[src/rtl/bsp_pkg.sv]
`timescale 1ns / 1ps
package bsp_pkg;

    // Number formats.
    localparam int FRAC_BITS  = 28;
    localparam int COUNT_BITS = 12;
    localparam int COORD_W    = 32;
    localparam int ITER_W     = 12;
    localparam int COLOR_W    = 8;
    localparam int T_BITS     = 16;

    // Magnitude of x and y after a step that passed the escape test stays below
    // 4 + |c|, so it needs a few integer bits over the fraction, and at least
    // room for the 32-bit color operands that share the multiplier.
    localparam int MAG_W  = ((FRAC_BITS + 3 > COORD_W - 1) ? FRAC_BITS + 3 : COORD_W - 1) + 1;
    localparam int PROD_W = 2 * MAG_W;
    localparam int SQ_W   = PROD_W - FRAC_BITS;

    // Color polynomial scale factors: 9*255, 15*255 and 2*8.5*255.
    localparam int C_RED   = 2295;
    localparam int C_GREEN = 3825;
    localparam int C_BLUE  = 4335;

    // Pixel sequencer states.
    typedef enum logic [8:0] {
        ST_IDLE = 9'b000000001,
        ST_SQX  = 9'b000000010,
        ST_SQY  = 9'b000000100,
        ST_MXY  = 9'b000001000,
        ST_UPD  = 9'b000010000,
        ST_DIV  = 9'b000100000,
        ST_CMUL = 9'b001000000,
        ST_CWR  = 9'b010000000,
        ST_DONE = 9'b100000000
    } bsp_state_t;

    // Color micro-operations, run in this order on the shared multiplier.
    typedef enum logic [3:0] {
        COP_TT   = 4'd0,
        COP_T2T  = 4'd1,
        COP_UU   = 4'd2,
        COP_U2U  = 4'd3,
        COP_UT3  = 4'd4,
        COP_RED  = 4'd5,
        COP_U2T2 = 4'd6,
        COP_GRN  = 4'd7,
        COP_U3T  = 4'd8,
        COP_BLU  = 4'd9
    } bsp_cop_t;

endpackage

[src/rtl/bsp_div.sv]
`timescale 1ns / 1ps
// Restoring divider, one quotient bit per cycle: quot = floor(dividend * 2^T_BITS / divisor).
// The dividend must be below the divisor.
module bsp_div (
    input  logic                             aclk,
    input  logic                             aresetn,
    input  logic                             start,
    input  logic [bsp_pkg::COUNT_BITS-1:0]   dividend,
    input  logic [bsp_pkg::COUNT_BITS-1:0]   divisor,
    output logic                             done,
    output logic [bsp_pkg::T_BITS-1:0]       quot
);

    localparam int CNT_W = $clog2(bsp_pkg::T_BITS + 1);

    logic                           busy_reg, busy_next;
    logic                           done_reg, done_next;
    logic [CNT_W-1:0]               cnt_reg, cnt_next;
    logic [bsp_pkg::COUNT_BITS-1:0] rem_reg, rem_next;
    logic [bsp_pkg::T_BITS-1:0]     quot_reg, quot_next;
    logic [bsp_pkg::COUNT_BITS:0]   shifted;
    logic [bsp_pkg::COUNT_BITS:0]   trial;
    logic                           fits;

    // One shift-and-subtract step per cycle.
    always_comb begin
        shifted   = {rem_reg, 1'b0};
        trial     = shifted - {1'b0, divisor};
        fits      = (shifted >= {1'b0, divisor});
        busy_next = busy_reg;
        done_next = 1'b0;
        cnt_next  = cnt_reg;
        rem_next  = rem_reg;
        quot_next = quot_reg;
        if (start) begin
            busy_next = 1'b1;
            cnt_next  = '0;
            rem_next  = dividend;
            quot_next = '0;
        end else if (busy_reg) begin
            rem_next  = fits ? trial[bsp_pkg::COUNT_BITS-1:0]
                             : shifted[bsp_pkg::COUNT_BITS-1:0];
            quot_next = {quot_reg[bsp_pkg::T_BITS-2:0], fits};
            cnt_next  = cnt_reg + 1'b1;
            if (cnt_reg == CNT_W'(bsp_pkg::T_BITS - 1)) begin
                busy_next = 1'b0;
                done_next = 1'b1;
            end
        end
    end

    // Control state.
    always_ff @(posedge aclk) begin
        if (!aresetn) begin
            busy_reg <= 1'b0;
            done_reg <= 1'b0;
        end else begin
            busy_reg <= busy_next;
            done_reg <= done_next;
        end
    end

    // Working registers.
    always_ff @(posedge aclk) begin
        cnt_reg  <= cnt_next;
        rem_reg  <= rem_next;
        quot_reg <= quot_next;
    end

    assign done = done_reg;
    assign quot = quot_reg;

endmodule

[src/rtl/burning_ship_pixel.sv]
`timescale 1ns / 1ps
// Channel  Ports                                          Direction  Handshake
// input    s_c_real, s_c_imag, s_iter_limit               in         s_valid / s_ready
// result   m_iterations, m_inside_set, m_red/green/blue   out        m_valid / m_ready
//
// A recurrence step runs through ST_SQX, ST_SQY and ST_MXY, three products on the one shared multiplier, then ST_UPD.
// A point that escapes goes from its last step through the wait on the 16-step divider, the color products
// (each a ST_CMUL and a ST_CWR state), the result state and the idle state; a point that reaches the limit L
// goes from its last step straight to the result state.
// s_ready is high only while the sequencer is idle; one point is worked on at a time.
// The result word sits in an output register, so the next point is taken while it waits.
// Reset is synchronous and active low; it clears the sequencer and the output valid.
module burning_ship_pixel (
    input  logic                          aclk,
    input  logic                          aresetn,
    input  logic                          s_valid,
    output logic                          s_ready,
    input  logic signed [bsp_pkg::COORD_W-1:0] s_c_real,
    input  logic signed [bsp_pkg::COORD_W-1:0] s_c_imag,
    input  logic [bsp_pkg::ITER_W-1:0]    s_iter_limit,
    output logic                          m_valid,
    input  logic                          m_ready,
    output logic [bsp_pkg::ITER_W-1:0]    m_iterations,
    output logic                          m_inside_set,
    output logic [bsp_pkg::COLOR_W-1:0]   m_red,
    output logic [bsp_pkg::COLOR_W-1:0]   m_green,
    output logic [bsp_pkg::COLOR_W-1:0]   m_blue
);

    localparam int MAG_W  = bsp_pkg::MAG_W;
    localparam int PROD_W = bsp_pkg::PROD_W;
    localparam int SQ_W   = bsp_pkg::SQ_W;
    localparam int CNT_W  = bsp_pkg::COUNT_BITS;
    localparam int T_W    = bsp_pkg::T_BITS;
    localparam int CW     = bsp_pkg::COLOR_W;
    localparam int CRD_W  = bsp_pkg::COORD_W;
    localparam int EXT_W  = SQ_W + 2;

    localparam logic [SQ_W:0]  BOUND   = (SQ_W + 1)'(1) << (bsp_pkg::FRAC_BITS + 2);
    localparam logic [T_W:0]   T_ONE   = (T_W + 1)'(1) << T_W;

    bsp_pkg::bsp_state_t st_reg, st_next;
    bsp_pkg::bsp_cop_t   cop_reg, cop_next;
    logic                m_valid_reg, m_valid_next;

    logic signed [CRD_W-1:0] cr_reg, ci_reg;
    logic [CNT_W-1:0]        limit_reg, count_reg;
    logic [MAG_W-1:0]        ax_reg, ay_reg;
    logic [PROD_W-1:0]       prod_reg;
    logic [SQ_W-1:0]         sx_reg, sy_reg;
    logic                    esc_reg, inside_reg;
    logic [T_W-1:0]          t_reg, t2_reg, t3_reg;
    logic [T_W:0]            u_reg, u2_reg, u3_reg;
    logic [2*T_W-1:0]        tmp_reg;
    logic [CW-1:0]           red_reg, green_reg, blue_reg;
    logic [bsp_pkg::ITER_W-1:0] m_iterations_reg;
    logic                    m_inside_set_reg;
    logic [CW-1:0]           m_red_reg, m_green_reg, m_blue_reg;

    logic                    accept, out_free;
    logic [CNT_W-1:0]        limit_in, count_inc;
    logic [MAG_W-1:0]        mul_a, mul_b;
    logic [PROD_W-1:0]       mul_p;
    logic [SQ_W-1:0]         sq_cur;
    logic                    esc_now;
    logic signed [EXT_W-1:0] cr_ext, ci_ext, x_sum, y_sum, x_abs, y_abs;
    logic                    div_start, div_done;
    logic [T_W-1:0]          div_quot;

    assign s_ready   = (st_reg == bsp_pkg::ST_IDLE);
    assign accept    = s_valid && s_ready;
    assign out_free  = !m_valid_reg || m_ready;
    assign limit_in  = CNT_W'(s_iter_limit);
    assign count_inc = count_reg + 1'b1;

    // Shared multiplier operand select.
    always_comb begin
        mul_a = '0;
        mul_b = '0;
        unique case (st_reg)
            bsp_pkg::ST_SQX: begin
                mul_a = ax_reg;
                mul_b = ax_reg;
            end
            bsp_pkg::ST_SQY: begin
                mul_a = ay_reg;
                mul_b = ay_reg;
            end
            bsp_pkg::ST_MXY: begin
                mul_a = ax_reg;
                mul_b = ay_reg;
            end
            bsp_pkg::ST_CMUL: begin
                case (cop_reg)
                    bsp_pkg::COP_TT: begin
                        mul_a = MAG_W'(t_reg);
                        mul_b = MAG_W'(t_reg);
                    end
                    bsp_pkg::COP_T2T: begin
                        mul_a = MAG_W'(t2_reg);
                        mul_b = MAG_W'(t_reg);
                    end
                    bsp_pkg::COP_UU: begin
                        mul_a = MAG_W'(u_reg);
                        mul_b = MAG_W'(u_reg);
                    end
                    bsp_pkg::COP_U2U: begin
                        mul_a = MAG_W'(u2_reg);
                        mul_b = MAG_W'(u_reg);
                    end
                    bsp_pkg::COP_UT3: begin
                        mul_a = MAG_W'(u_reg);
                        mul_b = MAG_W'(t3_reg);
                    end
                    bsp_pkg::COP_RED: begin
                        mul_a = MAG_W'(bsp_pkg::C_RED);
                        mul_b = MAG_W'(tmp_reg);
                    end
                    bsp_pkg::COP_U2T2: begin
                        mul_a = MAG_W'(u2_reg);
                        mul_b = MAG_W'(t2_reg);
                    end
                    bsp_pkg::COP_GRN: begin
                        mul_a = MAG_W'(bsp_pkg::C_GREEN);
                        mul_b = MAG_W'(tmp_reg);
                    end
                    bsp_pkg::COP_U3T: begin
                        mul_a = MAG_W'(u3_reg);
                        mul_b = MAG_W'(t_reg);
                    end
                    bsp_pkg::COP_BLU: begin
                        mul_a = MAG_W'(bsp_pkg::C_BLUE);
                        mul_b = MAG_W'(tmp_reg);
                    end
                    default: begin
                        mul_a = '0;
                        mul_b = '0;
                    end
                endcase
            end
            default: begin
                mul_a = '0;
                mul_b = '0;
            end
        endcase
    end

    assign mul_p  = mul_a * mul_b;
    assign sq_cur = prod_reg[bsp_pkg::FRAC_BITS +: SQ_W];

    // Escape test on the two squares, and the next x and y magnitudes.
    assign esc_now = ({1'b0, sx_reg} + {1'b0, sq_cur}) > BOUND;
    assign cr_ext  = {{(EXT_W - CRD_W){cr_reg[CRD_W-1]}}, cr_reg};
    assign ci_ext  = {{(EXT_W - CRD_W){ci_reg[CRD_W-1]}}, ci_reg};
    assign x_sum   = $signed({2'b00, sx_reg}) - $signed({2'b00, sy_reg}) + cr_ext;
    assign y_sum   = $signed({1'b0, sq_cur, 1'b0}) + ci_ext;
    assign x_abs   = x_sum[EXT_W-1] ? -x_sum : x_sum;
    assign y_abs   = y_sum[EXT_W-1] ? -y_sum : y_sum;

    // The divider starts in the update state once the registered escape flag is set.
    assign div_start = (st_reg == bsp_pkg::ST_UPD) && esc_reg;

    bsp_div u_div (
        .aclk     (aclk),
        .aresetn  (aresetn),
        .start    (div_start),
        .dividend (count_reg),
        .divisor  (limit_reg),
        .done     (div_done),
        .quot     (div_quot)
    );

    // Sequencer next state.
    always_comb begin
        st_next      = st_reg;
        cop_next     = cop_reg;
        m_valid_next = m_ready ? 1'b0 : m_valid_reg;
        unique case (st_reg)
            bsp_pkg::ST_IDLE: begin
                if (accept) begin
                    st_next = (limit_in == '0) ? bsp_pkg::ST_DONE : bsp_pkg::ST_SQX;
                end
            end
            bsp_pkg::ST_SQX: st_next = bsp_pkg::ST_SQY;
            bsp_pkg::ST_SQY: st_next = bsp_pkg::ST_MXY;
            bsp_pkg::ST_MXY: st_next = bsp_pkg::ST_UPD;
            bsp_pkg::ST_UPD: begin
                if (esc_reg) begin
                    st_next = bsp_pkg::ST_DIV;
                end else if (count_inc == limit_reg) begin
                    st_next = bsp_pkg::ST_DONE;
                end else begin
                    st_next = bsp_pkg::ST_SQX;
                end
            end
            bsp_pkg::ST_DIV: begin
                if (div_done) begin
                    st_next  = bsp_pkg::ST_CMUL;
                    cop_next = bsp_pkg::COP_TT;
                end
            end
            bsp_pkg::ST_CMUL: st_next = bsp_pkg::ST_CWR;
            bsp_pkg::ST_CWR: begin
                if (cop_reg == bsp_pkg::COP_BLU) begin
                    st_next = bsp_pkg::ST_DONE;
                end else begin
                    st_next  = bsp_pkg::ST_CMUL;
                    cop_next = bsp_pkg::bsp_cop_t'(cop_reg + 1'b1);
                end
            end
            bsp_pkg::ST_DONE: begin
                if (out_free) begin
                    st_next      = bsp_pkg::ST_IDLE;
                    m_valid_next = 1'b1;
                end
            end
            default: st_next = bsp_pkg::ST_IDLE;
        endcase
    end

    // Control state.
    always_ff @(posedge aclk) begin
        if (!aresetn) begin
            st_reg      <= bsp_pkg::ST_IDLE;
            cop_reg     <= bsp_pkg::COP_TT;
            m_valid_reg <= 1'b0;
        end else begin
            st_reg      <= st_next;
            cop_reg     <= cop_next;
            m_valid_reg <= m_valid_next;
        end
    end

    // Datapath registers.
    always_ff @(posedge aclk) begin
        unique case (st_reg)
            bsp_pkg::ST_IDLE: begin
                if (accept) begin
                    cr_reg     <= s_c_real;
                    ci_reg     <= s_c_imag;
                    limit_reg  <= limit_in;
                    count_reg  <= '0;
                    ax_reg     <= '0;
                    ay_reg     <= '0;
                    inside_reg <= (limit_in == '0);
                    red_reg    <= '0;
                    green_reg  <= '0;
                    blue_reg   <= '0;
                end
            end
            bsp_pkg::ST_SQX: prod_reg <= mul_p;
            bsp_pkg::ST_SQY: begin
                sx_reg   <= sq_cur;
                prod_reg <= mul_p;
            end
            bsp_pkg::ST_MXY: begin
                sy_reg   <= sq_cur;
                esc_reg  <= esc_now;
                prod_reg <= mul_p;
            end
            bsp_pkg::ST_UPD: begin
                if (!esc_reg) begin
                    ax_reg     <= x_abs[MAG_W-1:0];
                    ay_reg     <= y_abs[MAG_W-1:0];
                    count_reg  <= count_inc;
                    inside_reg <= (count_inc == limit_reg);
                end
            end
            bsp_pkg::ST_DIV: begin
                if (div_done) begin
                    t_reg <= div_quot;
                    u_reg <= T_ONE - {1'b0, div_quot};
                end
            end
            bsp_pkg::ST_CMUL: prod_reg <= mul_p;
            bsp_pkg::ST_CWR: begin
                case (cop_reg)
                    bsp_pkg::COP_TT:   t2_reg    <= prod_reg[T_W +: T_W];
                    bsp_pkg::COP_T2T:  t3_reg    <= prod_reg[T_W +: T_W];
                    bsp_pkg::COP_UU:   u2_reg    <= prod_reg[T_W +: T_W + 1];
                    bsp_pkg::COP_U2U:  u3_reg    <= prod_reg[T_W +: T_W + 1];
                    bsp_pkg::COP_UT3:  tmp_reg   <= prod_reg[2*T_W-1:0];
                    bsp_pkg::COP_RED:  red_reg   <= prod_reg[2*T_W +: CW];
                    bsp_pkg::COP_U2T2: tmp_reg   <= prod_reg[2*T_W-1:0];
                    bsp_pkg::COP_GRN:  green_reg <= prod_reg[2*T_W +: CW];
                    bsp_pkg::COP_U3T:  tmp_reg   <= prod_reg[2*T_W-1:0];
                    bsp_pkg::COP_BLU:  blue_reg  <= prod_reg[2*T_W + 1 +: CW];
                    default: ;
                endcase
            end
            bsp_pkg::ST_DONE: begin
                if (out_free) begin
                    m_iterations_reg <= bsp_pkg::ITER_W'(count_reg);
                    m_inside_set_reg <= inside_reg;
                    m_red_reg        <= red_reg;
                    m_green_reg      <= green_reg;
                    m_blue_reg       <= blue_reg;
                end
            end
            default: ;
        endcase
    end

    assign m_valid      = m_valid_reg;
    assign m_iterations = m_iterations_reg;
    assign m_inside_set = m_inside_set_reg;
    assign m_red        = m_red_reg;
    assign m_green      = m_green_reg;
    assign m_blue       = m_blue_reg;

    // The step count never runs past the limit while a point is in work.
    a_count_in_range: assert property (@(posedge aclk) disable iff (!aresetn)
        (st_reg != bsp_pkg::ST_IDLE) |-> (count_reg <= limit_reg))
        else $error("step count exceeds limit");

    // A zero limit goes straight to the result.
    a_zero_limit: assert property (@(posedge aclk) disable iff (!aresetn)
        (accept && (limit_in == '0)) |=> (st_reg == bsp_pkg::ST_DONE))
        else $error("zero limit did not finish at once");

    // The divider only finishes while the sequencer waits for it.
    a_div_done_state: assert property (@(posedge aclk) disable iff (!aresetn)
        div_done |-> (st_reg == bsp_pkg::ST_DIV))
        else $error("divider finished outside its wait state");

    // Leaving the result state always presents a word.
    a_result_loaded: assert property (@(posedge aclk) disable iff (!aresetn)
        ((st_reg == bsp_pkg::ST_DONE) && out_free) |=> m_valid_reg)
        else $error("result word not presented");

    // A point inside the set is black.
    a_inside_black: assert property (@(posedge aclk) disable iff (!aresetn)
        (m_valid_reg && m_inside_set_reg) |->
            ((m_red_reg == '0) && (m_green_reg == '0) && (m_blue_reg == '0)))
        else $error("inside point has colour");

endmodule
[config.mk]
export PLATFORM = sky130hd
export DESIGN_NAME = burning_ship_pixel
export DESIGN_NICKNAME = d
export VERILOG_FILES = /design/src/rtl/bsp_pkg.sv /design/src/rtl/bsp_div.sv /design/src/rtl/burning_ship_pixel.sv
export SDC_FILE = /design/constraint.sdc
export NUM_CORES = 2
export LEC_CHECK = 0
export CORE_MARGIN = 1
export CORE_UTILIZATION = 45
export DETAILED_ROUTE_END_ITERATION = 10
export DONT_BUFFER_PORTS = 1
export PLACE_DENSITY_LB_ADDON = 0.3
export SLEW_MARGIN = 20
export SYNTH_ARGS = -nofsm -noshare
export SYNTH_HDL_FRONTEND = slang
export SYNTH_SLANG_ARGS = --single-unit
export TNS_END_PERCENT = 50
[constraint.sdc]
create_clock -name aclk -period 14.96 [get_ports aclk]
set_input_delay 0 -clock aclk [delete_from_list [all_inputs] [get_ports aclk]]
set_output_delay 0 -clock aclk [all_outputs]
set_load 0.02 [all_outputs]
==> flow_metrics.env <==
export IMPL_status="complete, no violations"
export IMPL_grt_util_all_layers_pct=29.0
export IMPL_p_sw_share_pct=36.2
export IMPL_power_switching_uw=1810
export IMPL_die_area_um2=139000
export IMPL_yosys_cell_types_count=90
export IMPL_dr_pass1_iters=6
export IMPL_hold_viol_final=0
export IMPL_fin_crit_sh_pct=80.3
export IMPL_slew_headroom_pct=20.0
export IMPL_drc_errors=0
export IMPL_hold_class="in2reg"
export IMPL_rsz0062_at_grt="no"
export IMPL_ys_ff_latch=530
export IMPL_die_w_um=372
export IMPL_drv_cap=0
export IMPL_grt_pass1_vias=48844
export IMPL_yosysSeqAreaShare_pct=25.2
export IMPL_viasPerCell=5.81
export IMPL_p_per_area_nw_per_um2=74.1
export IMPL_hold_path_endpoint="cr_reg[20]"
export IMPL_drt_initial_drc_count=4656
export IMPL_startpoint_type="register"
export IMPL_antenna_found_initial=6
export IMPL_yosysWarnings=0
export IMPL_globalRouteOverflowTotal=0
export IMPL_p_total_uw=5010
export IMPL_cp_common_cell="fa_1"
export IMPL_setup_viol=0
export IMPL_maxSlewViolCount=0
export IMPL_critPathBufInv=5
export IMPL_dpl_hpwl_um=152000
export IMPL_nets=7846
export IMPL_cts_tree="done"
export IMPL_place_gp_congestion=1.01
export IMPL_grt_use_met2_pct=46.1
export IMPL_layout_common_cells="inv_1 (1059), fa_1 (901), nor2_1 (746)"
export IMPL_fin_crit_ns=12.02
export IMPL_required_ns=15.33
export IMPL_total_leakage_power_uw=0.0296
export IMPL_num_rows=135
export IMPL_async_reset_ff_share_pct=0
export IMPL_drive_gt1_share_pct=4.94
export IMPL_core_area_um2=136000
export IMPL_r2r_end="prod_reg[62]"
export IMPL_wl_um=198000
export IMPL_fin_worst_skew_ns=0.0603
export IMPL_busiest_layer="met2"
export IMPL_cp_top_family="adder cells"
export IMPL_syn_cell_area_um2=61700
export IMPL_postSynthAreaPerCell_um2=9.63
export IMPL_grt_max_degree=78
export IMPL_grtUsageMet1_pct=38.1
export IMPL_holdPathStages=1
export IMPL_cp_end_kind="register"
export IMPL_grt_pass1_wl_um=301000
export IMPL_clk_pin_slew_ns=0.06
export IMPL_detail_route_wl_per_cell_um=24.0
export IMPL_h_tree_depth=2
export IMPL_io_buffers=0
export IMPL_antenna_left=0
export IMPL_io_pin_count=119
export IMPL_cts_made_buffers=57
export IMPL_dieHeight_um=372
export IMPL_synth_edf_count=493
export IMPL_rrSetupSlack_ns=2.94
export IMPL_layout_commonest_cell="inv_1"
export IMPL_cp_max_fo=68
export IMPL_multi_input_area_um2=41300
export IMPL_cts_sinks=530
export IMPL_area_delta_synth_final_pct=9.59
export IMPL_irDropWorstVdd_mv=0.109
export IMPL_tightest_slew_ns=1.20
export IMPL_critPathKind="reg2reg"
export IMPL_postCtsResizedCells=0
export IMPL_num_vias=48025
export IMPL_worst_r2r_path_depth=32
export IMPL_r2r_start="st_reg[3]"
export IMPL_fillCellCount=12479
export IMPL_root_buffer="clkbuf_16"
export IMPL_arrival_ns=12.39
export IMPL_ys_flop_type="edfxtp_1"
export IMPL_setup_tns_final_ns=0
export IMPL_fmax_mhz=83.2
export IMPL_p_comb_share_pct=27.6
export IMPL_critPathMaxStageDelay_ns=1.03
export IMPL_start_util_pct=45.5
export IMPL_ff_latch_area_um2=15500
export IMPL_seq_power_share_pct=41.4
export IMPL_clk_latency_ns=0.68
export IMPL_hp_start="s_c_real[20]"
export IMPL_intPower_uw=3200
export IMPL_synthCells=6404
export IMPL_grt_use_met3_pct=5.78
export IMPL_cts_buffer_depth=3
export IMPL_synth_net_count=7815
export IMPL_clkPwrFrac_pct=31.1
export IMPL_largest_register_ffs=64
export IMPL_crit_slowest_cell="a221o_1"
-- power groups by stage --
stage                     Combinational, µW  Clock [µW]  Sequential (µW)
after floorplan                         895           0             1980
after global placement                 1290           0             2090
after detailed placement               1310           0             2090
after CTS                              1350        1570             2060
after global routing                   1480        1620             2080
final                                  1380        1560             2070
-- worst max path at each step --
stage                         start           end  slack, ns  depth (start not counted)
after floorplan           st_reg[5]  prod_reg[62]       1.39                         35
after global placement    st_reg[5]  prod_reg[57]       3.04                         32
after detailed placement  st_reg[3]  prod_reg[57]       3.17                         34
after CTS                 st_reg[4]  prod_reg[57]       3.10                         34
after global routing      st_reg[4]  prod_reg[62]       2.44                         33
final                     st_reg[3]  prod_reg[62]       2.94                         32
-- Yosys cell counts, types with 13 or more instances --
cell	instances	area, µm²
nor2b_1	31	194
a22oi_1	82	616
a21o_1	104	781
a21oi_1	228	1140
a31oi_1	49	307
o21a_1	38	285
nand2b_1	39	244
a221oi_1	42	368
and2_1	64	400
fa_1	901	18000
and3_1	38	238
o211ai_1	17	128
a22o_1	16	140
or3_1	17	106
buf_1	16	60.1
dfxtp_1	37	741
a211oi_1	23	173
o21ai_0	137	686
clkbuf_1	277	1040
xor2_1	106	928
nand2_1	743	2790
nand3_1	63	315
nor2_1	749	2810
nor3b_1	13	97.6
nor4_1	19	119
or2_2	13	81.3
inv_1	1061	3980
mux2i_1	40	400
a221o_1	33	330
o21bai_1	23	173
nand4_1	40	250
xnor2_1	146	1280
o31ai_1	25	188
edfxtp_1	493	14800
nor3_1	47	235
ha_1	430	5380
-- metal layers --
layer	wire length, µm	vias up
li1	-	20961
met1	78200	24389
met2	90400	2217
met3	18800	450
met4	10800	8
met5	39	-
-- kinds of logic after synthesis --
kind of cell             synth area share [%]
flip-flops                               25.2
AO/OA/AOI/OAI                            10.6
AND/OR/NAND/NOR                          13.6
XOR/XNOR                                 3.58
multiplexers                            0.704
buffers and inverters                    8.34
adder cells (fa/ha/maj)                  38.0
-- worst reg2reg max path: cells and delay by family, from the launching register on --
family / cells / cell delay, ns
AO/OA/AOI/OAI: 9 / 3.01
XOR/XNOR: 1 / 0.16
adder cells (fa/ha/maj): 9 / 4.53
buffers and inverters: 5 / 1.41
flip-flops: 1 / 0.34
AND/OR/NAND/NOR: 8 / 2.24
-- what timing repair did --
item | in CTS | in global routing
hold endpoints to repair | 113 | 1
buffers inserted | 0 | 0
hold buffers | 148 | 1
-- through the flow --
stage               worst slack, ns  util [%]  hold WS, ns  instances  instance area, µm²
floorplan                      1.39         -       0.0989       6404               61700
global placement               3.04      47.1       0.0989       8003               63900
detailed placement             3.17      47.1       0.0989       8006               63900
CTS                            3.10      49.8     0.000128       8262               67500
global route                   2.44      49.8      0.00287       8265               67600
finish                         2.94      49.8      0.00283       8268               67600
-- cell type report --
cell class	count	area share, %
antenna	3	0.0111
inverter	1061	5.90
tap	1781	3.30
timing repair buffer	274	3.62
multi-input combinational	4511	61.1
clock inverter	45	0.889
sequential	530	23.0
clock buffer	63	2.19
(Power assumes the default switching activity.)
